==> src/hdl/tmh_pkg.sv <==
// Package for the timer min-heap: field widths, action and status codes,
// controller states, datapath operations and the status bundle.
// No dependencies; every other file in the block refers to it.
`default_nettype none

package tmh_pkg;

  // Fixed widths of the channel fields.
  localparam int ACTION_W = 3;
  localparam int ID_W     = 8;
  localparam int TIME_W   = 32;
  localparam int STATUS_W = 2;

  // Result status codes.
  localparam logic [STATUS_W-1:0] ST_OK      = 2'd0;
  localparam logic [STATUS_W-1:0] ST_FULL    = 2'd1;
  localparam logic [STATUS_W-1:0] ST_UNKNOWN = 2'd2;

  // Action codes carried by an input transfer.
  typedef enum logic [ACTION_W-1:0] {
    ACT_ADD    = 3'd0,
    ACT_MODIFY = 3'd1,
    ACT_TICK   = 3'd2,
    ACT_FIRE   = 3'd3,
    ACT_CLEAR  = 3'd4
  } action_t;

  // Controller states.
  typedef enum logic [3:0] {
    S_IDLE,
    S_MAP_RD,
    S_SLOT_RD,
    S_DECIDE,
    S_CLEAR,
    S_LAST_RD,
    S_RM_CHK,
    S_DN_RD,
    S_DN_CMP,
    S_UP_RD,
    S_UP_CMP,
    S_PLACE,
    S_TK_RD,
    S_TK_CMP,
    S_FINISH
  } ctl_state_t;

  // Operations that the controller asks of the datapath, one per cycle.
  typedef enum logic [4:0] {
    OP_NONE,
    OP_LOAD,
    OP_CLEAR,
    OP_MAP_RD,
    OP_SLOT_RD,
    OP_SET_UNKNOWN,
    OP_SET_FULL,
    OP_START_KNOWN,
    OP_START_NEW,
    OP_START_FIRE,
    OP_LAST_RD,
    OP_TAKE_LAST,
    OP_CHILD_RD,
    OP_MOVE_DOWN,
    OP_PARENT_RD,
    OP_MOVE_UP,
    OP_PLACE,
    OP_ROOT_RD,
    OP_TICK_POP,
    OP_TICK_END,
    OP_EMIT
  } dp_op_t;

  // Conditions that the datapath reports back to the controller.
  typedef struct packed {
    logic [ACTION_W-1:0] act;
    logic                id_ok;
    logic                known;
    logic                full;
    logic                cnt_zero;
    logic                has_child;
    logic                dn_stop;
    logic                moved;
    logic                hole_root;
    logic                up_stop;
    logic                rm_move;
    logic                due;
    logic                pend;
    logic                out_free;
  } dp_status_t;

endpackage

`default_nettype wire

==> src/hdl/tmh_ctrl.sv <==
// Controller of the timer min-heap: sequences lookup, sift, removal, tick and clear.
// Depends on tmh_pkg for states, operations and the status bundle.
`default_nettype none

module tmh_ctrl (
  input  wire logic                         clk,
  input  wire logic                         rst_n,
  input  wire logic                         in_valid,
  input  wire logic [tmh_pkg::ACTION_W-1:0] in_action,
  output logic                              in_ready,
  input  wire tmh_pkg::dp_status_t          status,
  output tmh_pkg::dp_op_t                   op
);

  tmh_pkg::ctl_state_t state_r;
  tmh_pkg::ctl_state_t state_nxt;
  tmh_pkg::action_t    act;
  tmh_pkg::action_t    in_act;

  assign act    = tmh_pkg::action_t'(status.act);
  assign in_act = tmh_pkg::action_t'(in_action);

  // State register.
  always_ff @(posedge clk) begin
    if (!rst_n) begin
      state_r <= tmh_pkg::S_IDLE;
    end else begin
      state_r <= state_nxt;
    end
  end

  // Next-state logic.
  always_comb begin
    state_nxt = state_r;
    unique case (state_r)
      tmh_pkg::S_IDLE: begin
        if (in_valid) begin
          unique case (in_act) inside
            tmh_pkg::ACT_ADD, tmh_pkg::ACT_MODIFY, tmh_pkg::ACT_FIRE:
              state_nxt = tmh_pkg::S_MAP_RD;
            tmh_pkg::ACT_TICK:  state_nxt = tmh_pkg::S_TK_RD;
            tmh_pkg::ACT_CLEAR: state_nxt = tmh_pkg::S_CLEAR;
            default:            state_nxt = tmh_pkg::S_FINISH;
          endcase
        end
      end
      tmh_pkg::S_MAP_RD:  state_nxt = tmh_pkg::S_SLOT_RD;
      tmh_pkg::S_SLOT_RD: state_nxt = tmh_pkg::S_DECIDE;
      tmh_pkg::S_DECIDE: begin
        state_nxt = tmh_pkg::S_FINISH;
        unique case (act)
          tmh_pkg::ACT_ADD: begin
            if (!status.id_ok) begin
              state_nxt = tmh_pkg::S_FINISH;
            end else if (status.known) begin
              state_nxt = tmh_pkg::S_DN_RD;
            end else if (status.full) begin
              state_nxt = tmh_pkg::S_FINISH;
            end else begin
              state_nxt = tmh_pkg::S_DN_RD;
            end
          end
          tmh_pkg::ACT_MODIFY: begin
            if (status.known) state_nxt = tmh_pkg::S_DN_RD;
          end
          tmh_pkg::ACT_FIRE: begin
            if (status.known) state_nxt = tmh_pkg::S_LAST_RD;
          end
          default: state_nxt = tmh_pkg::S_FINISH;
        endcase
      end
      tmh_pkg::S_CLEAR:   state_nxt = tmh_pkg::S_FINISH;
      tmh_pkg::S_LAST_RD: state_nxt = tmh_pkg::S_RM_CHK;
      tmh_pkg::S_RM_CHK: begin
        if (status.rm_move) begin
          state_nxt = tmh_pkg::S_DN_RD;
        end else if (act == tmh_pkg::ACT_TICK) begin
          state_nxt = tmh_pkg::S_TK_RD;
        end else begin
          state_nxt = tmh_pkg::S_FINISH;
        end
      end
      tmh_pkg::S_DN_RD: begin
        if (status.has_child) begin
          state_nxt = tmh_pkg::S_DN_CMP;
        end else begin
          state_nxt = status.moved ? tmh_pkg::S_PLACE : tmh_pkg::S_UP_RD;
        end
      end
      tmh_pkg::S_DN_CMP: begin
        if (status.dn_stop) begin
          state_nxt = status.moved ? tmh_pkg::S_PLACE : tmh_pkg::S_UP_RD;
        end else begin
          state_nxt = tmh_pkg::S_DN_RD;
        end
      end
      tmh_pkg::S_UP_RD: begin
        state_nxt = status.hole_root ? tmh_pkg::S_PLACE : tmh_pkg::S_UP_CMP;
      end
      tmh_pkg::S_UP_CMP: begin
        state_nxt = status.up_stop ? tmh_pkg::S_PLACE : tmh_pkg::S_UP_RD;
      end
      tmh_pkg::S_PLACE: begin
        state_nxt = (act == tmh_pkg::ACT_TICK) ? tmh_pkg::S_TK_RD : tmh_pkg::S_FINISH;
      end
      tmh_pkg::S_TK_RD: begin
        state_nxt = status.cnt_zero ? tmh_pkg::S_FINISH : tmh_pkg::S_TK_CMP;
      end
      tmh_pkg::S_TK_CMP: begin
        if (!status.due) begin
          state_nxt = tmh_pkg::S_FINISH;
        end else if (!status.pend || status.out_free) begin
          state_nxt = tmh_pkg::S_LAST_RD;
        end
      end
      tmh_pkg::S_FINISH: begin
        if (status.out_free) state_nxt = tmh_pkg::S_IDLE;
      end
      default: state_nxt = tmh_pkg::S_IDLE;
    endcase
  end

  // Output logic: handshake and datapath operation.
  always_comb begin
    in_ready = 1'b0;
    op       = tmh_pkg::OP_NONE;
    unique case (state_r)
      tmh_pkg::S_IDLE: begin
        in_ready = 1'b1;
        if (in_valid) op = tmh_pkg::OP_LOAD;
      end
      tmh_pkg::S_MAP_RD:  op = tmh_pkg::OP_MAP_RD;
      tmh_pkg::S_SLOT_RD: op = tmh_pkg::OP_SLOT_RD;
      tmh_pkg::S_DECIDE: begin
        op = tmh_pkg::OP_SET_UNKNOWN;
        unique case (act)
          tmh_pkg::ACT_ADD: begin
            if (!status.id_ok) begin
              op = tmh_pkg::OP_SET_UNKNOWN;
            end else if (status.known) begin
              op = tmh_pkg::OP_START_KNOWN;
            end else if (status.full) begin
              op = tmh_pkg::OP_SET_FULL;
            end else begin
              op = tmh_pkg::OP_START_NEW;
            end
          end
          tmh_pkg::ACT_MODIFY: begin
            if (status.known) op = tmh_pkg::OP_START_KNOWN;
          end
          tmh_pkg::ACT_FIRE: begin
            if (status.known) op = tmh_pkg::OP_START_FIRE;
          end
          default: op = tmh_pkg::OP_NONE;
        endcase
      end
      tmh_pkg::S_CLEAR:   op = tmh_pkg::OP_CLEAR;
      tmh_pkg::S_LAST_RD: op = tmh_pkg::OP_LAST_RD;
      tmh_pkg::S_RM_CHK: begin
        if (status.rm_move) op = tmh_pkg::OP_TAKE_LAST;
      end
      tmh_pkg::S_DN_RD: begin
        if (status.has_child) op = tmh_pkg::OP_CHILD_RD;
      end
      tmh_pkg::S_DN_CMP: begin
        if (!status.dn_stop) op = tmh_pkg::OP_MOVE_DOWN;
      end
      tmh_pkg::S_UP_RD: begin
        if (!status.hole_root) op = tmh_pkg::OP_PARENT_RD;
      end
      tmh_pkg::S_UP_CMP: begin
        if (!status.up_stop) op = tmh_pkg::OP_MOVE_UP;
      end
      tmh_pkg::S_PLACE: op = tmh_pkg::OP_PLACE;
      tmh_pkg::S_TK_RD: begin
        op = status.cnt_zero ? tmh_pkg::OP_TICK_END : tmh_pkg::OP_ROOT_RD;
      end
      tmh_pkg::S_TK_CMP: begin
        if (!status.due) begin
          op = tmh_pkg::OP_TICK_END;
        end else if (!status.pend || status.out_free) begin
          op = tmh_pkg::OP_TICK_POP;
        end
      end
      tmh_pkg::S_FINISH: begin
        if (status.out_free) op = tmh_pkg::OP_EMIT;
      end
      default: op = tmh_pkg::OP_NONE;
    endcase
  end

endmodule

`default_nettype wire

==> config.mk <==
export PLATFORM = sky130hd
export DESIGN_NAME = tmh_ctrl
export DESIGN_NICKNAME = d
export VERILOG_FILES = /design/src/hdl/tmh_pkg.sv /design/src/hdl/tmh_ctrl.sv
export SDC_FILE = /design/constraint.sdc
export NUM_CORES = 1
export LEC_CHECK = 0
export BUFFER_PORTS_ARGS = -buffer_cell sky130_fd_sc_hd__clkbuf_2
export CAP_MARGIN = 20
export CORE_MARGIN = 8
export CORE_UTILIZATION = 44
export CTS_CLUSTER_DIAMETER = 100
export DETAILED_ROUTE_END_ITERATION = 16
export GPL_TIMING_DRIVEN = 1
export PLACE_DENSITY = 0.78
export SLEW_MARGIN = 20
export SYNTH_ARGS = -nofsm -noshare
export SYNTH_HDL_FRONTEND = slang
export SYNTH_SLANG_ARGS = --single-unit
==> constraint.sdc <==
create_clock -name clk -period 1.32 [get_ports clk]
set_input_delay 0.132 -clock clk [delete_from_list [all_inputs] [get_ports clk]]
set_output_delay 0.132 -clock clk [all_outputs]
set_load 0.03 [all_outputs]
==> impl_metrics.tcl, run 1 <==
set metrics [dict create \
    period_share_pct 138.7 \
    grt_overflow 0 \
    synth_most_common_cell "nor2_1" \
    cpLargestDelayFamily "buffers and inverters" \
    ant_nets 0 \
    start_kind "flop" \
    r2r_end "state_r[1]" \
    maxCapViolCount 0 \
    ir_drop_mv 1.822 \
    fin_tns_setup_ns -3.392 \
    arrival_ns 1.70 \
    dp_hpwl_mm 2.804 \
    hold_path.class "in -> reg" \
    die_y_um 61.22 \
    synth-edff-count 0 \
    async_reset_ff_share_pct 0 \
    cpMostUsedCell "buf_4" \
    rsz0062_at_grt "true" \
    switching_share_pct 51.54 \
    cts_made_buffers 3 \
    synth_warnings 0 \
    num_vias 1565 \
    grt_pass1_vias 1362 \
    p_clk_share_pct 3.5 \
    cp_cell_sequence "buf_6, nand2b_4, o22ai_2, and2_4, buf_4, a21oi_4, o311ai_2, buf_4" \
    p_switching_mw 2.411 \
    syn_area_per_cell_sq_um 6.567 \
    setup_viol 10 \
    syn_area_sq_um 899.6 \
    skew_ns 0.003639 \
    synth_nets 159 \
    drcViolationCount 0 \
    max_freq_mhz 546.3 \
    r2r-start "state_r[1]" \
    clkLatencyLatePin_ns 0.24 \
    holdWs_ns 0.1513 \
    power.internal_mw 2.267 \
    slew_violations 0 \
    cts_tree "yes" \
    worst_pin_slew_ns 0.5244 \
    combPwrFrac_pct 88.4 \
    violations "negative setup slack" \
    setup_ws_ns -0.5105 \
    crit_buf_inv 3 \
    worstPathRequired_ns 1.19 \
    cp-end-kind "primary output" \
    ys_seq_area_share_pct 8.901 \
    cp_num_cells 8 \
    powerDensity_nw_per_um2 2780 \
    cts_sinks 4 \
    routabilityCongestion 0.9364 \
    synth-main-ff-cell "dfxtp_1" \
    synthCells 137 \
    initial_utilization_pct 46.33 \
    wl_per_cell_um 22.64 \
    numPortBuffers 27 \
    htreeDepth 1 \
    synth_area_leaders "dfxtp_1 (8.9%), nor2_1 (7.1%), a21oi_1 (6.1%), a221oi_2 (5.0%), nand2_1 (5.0%)" \
    post-place-ws_ns -0.2571 \
    die_area_sq_um 3747 \
    regToRegSetupSlack_ns -0.29 \
    hold_buffers 0 \
    pwr-share-seq_pct 8.1 \
    wl_mm 5.207 \
    diodes 0 \
    post-route-util_pct 86.66 \
    num_rows 16 \
    finalHoldViolations 0 \
    power_mw 4.678 \
    clkSlewWorstSetupHoldPaths_ns 0.04 \
    drtIter0Drc 207 \
    clockBufferDepth 2 \
    slowest_stage "dfxtp_4" \
    crit_path_max_fanout 5 \
    endpoint "op[1]" \
    slew_headroom_pct 64.95 \
    die_x_um 61.22 \
    crit_type "reg -> out" \
    ys_ff_latch 4 \
    root_buffer "clkbuf_4" \
    largest_reg_flops 4 \
    grt_max_degree 10 \
    largestRegisters "state_r: 4 flops" \
    fin_nets 227 \
    synthTopCellsByCount "nor2_1 (17), nand2_1 (12), a21oi_1 (11)" \
    max_stage_delay_ns 0.38 \
    areaGrowthSynthToFinish_pct 87.06 \
    startpoint "state_r[1]" \
    period_needed_ns 1.831 \
    reg2reg_depth 8 \
    grt_usage_pct 21.78 \
    top_register "state_r" \
    yosysTopAreaCell "dfxtp_1" \
    fp.coreArea_sq_um 1942 \
    outcome "finished with violations" \
    leakagePower_nw 0.7327 \
    ios 28 \
    synth_cell_type_count 49 \
    synth_top_area_share_pct 8.901 \
    viasPerCell 6.804 \
    grt_pass1_wl_mm 6.161 \
    dr.pass1.iters 5 \
    antenna_found_initial 0 \
    drive_gt1_share_pct 59.11 \
]
## area by class of cell
class	count	area [sq um]
multi-input cells	117	927.1
fillers	91	259.0
clock buffers	3	22.52
flip-flops and latches	4	95.09
repair buffers	71	556.8
inverters	8	47.55
well taps	27	33.78
## per-layer routing
metal  vias up  share of wire (%)  global-route usage [%]
met5         -                  0                       0
met4         0                7.0                   11.63
met3        51                 13                   3.132
met2       161                 45                   37.61
met1       701                 35                   25.03
li1        652                  -                       -
## worst min path at each step
stage | start | to | slack (ns) | cells past startpoint
after floorplan | rst_n | state_r[1] | 0.27 | 2
after global placement | rst_n | state_r[1] | 0.39 | 3
after detailed placement | rst_n | state_r[3] | 0.41 | 2
after CTS | rst_n | state_r[3] | 0.16 | 2
after global routing | rst_n | state_r[3] | 0.15 | 2
final | rst_n | state_r[1] | 0.15 | 3
## cell usage in the layout (no fill, tap or decap), types with 4 or more instances in the layout
cell,netlist,layout
dfxtp_4,0,4
nand2_1,12,9
o22ai_2,0,4
nor2_1,17,10
inv_1,7,5
buf_6,1,8
nand2b_1,7,6
clkbuf_2,0,21
nor2_2,0,4
nand3_1,7,5
a21oi_1,11,8
buf_4,5,37
o21ai_0,7,6
## cell families (layout without fill, tap and decap cells)
family / count (synthesis) / after routing / synth area share (%)
flip-flops: 4 / 4 / 8.902
AO/OA/AOI/OAI: 52 / 52 / 42.98
multiplexers: 2 / 2 / 2.225
AND/OR/NAND/NOR: 63 / 63 / 36.02
buffers and inverters: 16 / 82 / 9.875
## repair_timing
action	in CTS	in global routing
pin swaps	6	8
gates resized for setup	35	39
setup endpoints to repair	10	10
buffers inserted	6	9
cloned	0	0
## through the flow
step,cells,instance area [sq um]
final,230,1683
after detailed placement,213,1282
after global routing,230,1683
after CTS,222,1468
after floorplan,137,954.7
after global placement,213,1282
## power by group through the flow
stage | Combinational (mW) | Sequential [mW] | Clock, mW
6_report | 4.14 | 0.381 | 0.162
2_1_floorplan | 1.92 | 0.249 | 0
3_3_place_gp | 2.67 | 0.355 | 0
3_5_place_dp | 2.71 | 0.357 | 0
4_1_cts | 3.20 | 0.363 | 0.156
5_1_grt | 4.31 | 0.380 | 0.173
## worst reg2reg max path, cell delays in order (launching register included)
cell and delay (ns):
dfxtp_4 0.38, buf_6 0.14, buf_12 0.13, buf_4 0.17, nor2_1 0.07, nand3_1 0.08, nand2_1 0.06, a221oi_1 0.33
a31oi_1 0.13
No activity file was read; power rests on OpenSTA's default activity.
==> inputs of run 2 (changes only) <==
--- a/config.mk
+++ b/config.mk
@@ -5,6 +5,7 @@
 export SDC_FILE = /design/constraint.sdc
 export NUM_CORES = 1
 export LEC_CHECK = 0
+export ABC_AREA = 1
 export BUFFER_PORTS_ARGS = -buffer_cell sky130_fd_sc_hd__clkbuf_2
 export CAP_MARGIN = 20
 export CORE_MARGIN = 8
@@ -12,7 +13,7 @@
 export CTS_CLUSTER_DIAMETER = 100
 export DETAILED_ROUTE_END_ITERATION = 16
 export GPL_TIMING_DRIVEN = 1
-export PLACE_DENSITY = 0.78
+export PLACE_DENSITY = 0.79
 export SLEW_MARGIN = 20
 export SYNTH_ARGS = -nofsm -noshare
 export SYNTH_HDL_FRONTEND = slang
==> run 2 against run 1 <==
Compared with the run above: the run still ends with negative setup slack left; core utilization is 2.8 points lower; clock power down 9.9%; final area shrank 13%; fmax grew 8.6%; critical endpoint unchanged; largest cell class unchanged.
==> impl_metrics.tcl, run 2 <==
set metrics [dict create \
    powerDensity_nw_per_um2 2431 \
    cts_tree "yes" \
    clockBufferDepth 2 \
    drcViolationCount 0 \
    htreeDepth 1 \
    finalHoldViolations 0 \
    largest_reg_flops 4 \
    mostFrequentLayoutCell "nand2_1" \
    synth-edff-count 0 \
    crit_buf_inv 2 \
    synthTopCellsByCount "nand2_1 (56), nor2_1 (28), inv_1 (21), nand3_1 (11), a21oi_1 (9)" \
    syn_area_sq_um 825.8 \
    grt_max_degree 7 \
    initial_utilization_pct 47.31 \
    synth_cell_type_count 22 \
    yosysTopAreaCell "nand2_1" \
    syn_area_per_cell_sq_um 4.886 \
    dp.cells 234 \
    skew_ns 0.006401 \
    dr.pass1.iters 5 \
    max_freq_mhz 593.1 \
    post-place-ws_ns -0.1206 \
    areaGrowthSynthToFinish_pct 77.27 \
    synth_nets 191 \
    fin_cells 245 \
    r2r-start "state_r[2]" \
    fin_tns_setup_ns -2.343 \
    rsz0062_at_grt "true" \
    hold_path_startpoint "rst_n" \
    power_mw 3.559 \
    outcome "finished with violations" \
    setup_ws_ns -0.3661 \
    violations "negative setup slack" \
    clkLatencyLatePin_ns 0.23 \
    worst_pin_slew_ns 0.3679 \
    synth_warnings 0 \
    slew_violations 0 \
    crit_path_max_fanout 4 \
    cpMostUsedCell "nand2_1" \
    grt_usage_pct 19.14 \
    ys_ff_latch 4 \
    synth_area_leaders "nand2_1 (25%), nor2_1 (13%), dfxtp_1 (9.7%), inv_1 (9.5%), nand3_1 (6.7%)" \
    ir_drop_mv 1.646 \
    ios 28 \
    viasPerCell 5.959 \
    antenna_found_initial 0 \
    drive_gt1_share_pct 48.64 \
    leakagePower_nw 0.7639 \
    start_kind "flop" \
    fin_nets 244 \
    holdWs_ns 0.2040 \
    synth_most_common_cell "nand2_1" \
    cpLargestDelayFamily "simple AND/OR/NAND/NOR gates" \
    diodes 0 \
    synth_top_area_share_pct 25.45 \
    regToRegSetupSlack_ns -0.21 \
    wl_mm 4.319 \
    die_y_um 59.32 \
    grt_pass1_wl_mm 5.395 \
    cp-end-kind "primary output" \
    cp_num_cells 8 \
    crit_type "reg -> out" \
    grt_overflow 0 \
    arrival_ns 1.55 \
    worstPathRequired_ns 1.19 \
    hold_buffers 0 \
    hold_depth 3 \
    r2r_end "state_r[2]" \
    final_cell_mix "nand2_1 (44), nor2_1 (22), clkbuf_2 (21), inv_1 (20), buf_4 (16)" \
    dpl-instance-area_sq_um 1125 \
    grt_pass1_vias 1287 \
    maxCapViolCount 0 \
    async_reset_ff_share_pct 0 \
    cts_made_buffers 3 \
    cts_sinks 4 \
    wl_per_cell_um 17.63 \
    reg2reg_depth 8 \
    hold-path-endpoint "state_r[0]" \
    die_area_sq_um 3519 \
    period_share_pct 127.7 \
    post-route-util_pct 83.87 \
    largestRegisters "state_r: 4 flops" \
    period_needed_ns 1.686 \
    synth-main-ff-cell "dfxtp_1" \
    ys_seq_area_share_pct 9.697 \
    die_x_um 59.32 \
    fp.coreArea_sq_um 1745 \
    dp_hpwl_mm 2.555 \
    ant_nets 0 \
    max_stage_delay_ns 0.41 \
    final_cell_area_sq_um 1464 \
    hold_path.class "in -> reg" \
    slew_headroom_pct 75.28 \
    slowest_stage "dfxtp_4" \
    numPortBuffers 27 \
    num_vias 1460 \
    root_buffer "clkbuf_4" \
    cp_cell_sequence "inv_6, nand2_4, nor2_1, nand2_1, nand2_1, nor3b_2, nand4_1, clkbuf_8" \
    top_register "state_r" \
    num_rows 15 \
    synthCells 169 \
    drtIter0Drc 124 \
    setup_viol 10 \
    clkSlewWorstSetupHoldPaths_ns 0.04 \
    routabilityCongestion 0.9738 \
]
run 2: changes by cell type after synthesis, moves of 4 or more:
cell,before,now
nand2_1,12,56
o22ai_1,6,1
nand3_1,7,11
inv_1,7,21
nand2b_1,7,0
nor2_2,0,4
nor2_1,17,28
buf_4,5,0
inv_2,1,7
run 2: area by class of cell:
cell class	instances	area [sq um]
inverter	29	126.4
tap	25	31.28
sequential	4	95.09
multi-input combinational	136	822.0
fill	112	281.5
timing repair buffer	48	366.6
clock buffer	3	22.52
run 2: worst max path at each step:
stage / from / endpoint
after global routing: state_r[3] / op[0]
after detailed placement: state_r[0] / op[2]
after CTS: state_r[0] / op[2]
after floorplan: state_r[2] / op[0]
final: state_r[1] / op[1]
after global placement: state_r[3] / op[1]
run 2: kinds of logic (layout without fill, tap and decap cells):
group                  Yosys count  in the layout  synth area share (%)
AND/OR/NAND/NOR                113            113                 61.21
buffers and inverters           29             80                 13.18
AO/OA/AOI/OAI                   23             23                 15.91
flip-flops                       4              4                 9.697
run 2: worst reg2reg max path: stages, from the launching register on:
cell,delay (ns)
dfxtp_4,0.37
nand2_2,0.14
clkinv_1,0.13
buf_4,0.16
nand3_2,0.09
nand2_1,0.12
nor2_4,0.15
o21ai_1,0.13
a21oi_1,0.16
run 2: timing repair:
action,4_1_cts,5_1_grt
gates resized for setup,27,48
setup endpoints to repair,10,10
buffers inserted,5,4
pin swaps,7,18
run 2: layer usage:
metal,vias up,share of wire [%],GRT usage [%]
li1,640,-,-
met1,635,34,20.90
met2,136,47,33.28
met3,49,11,4.121
met4,0,8.3,10.24
met5,-,0,0
run 2: where the power goes:
part | internal [mW] | leakage (nW) | switching (mW)
Clock | 0.101 | 0.0138 | 0.0443
Combinational | 1.26 | 0.714 | 1.78
Sequential | 0.218 | 0.0357 | 0.152
Total | 1.58 | 0.764 | 1.98
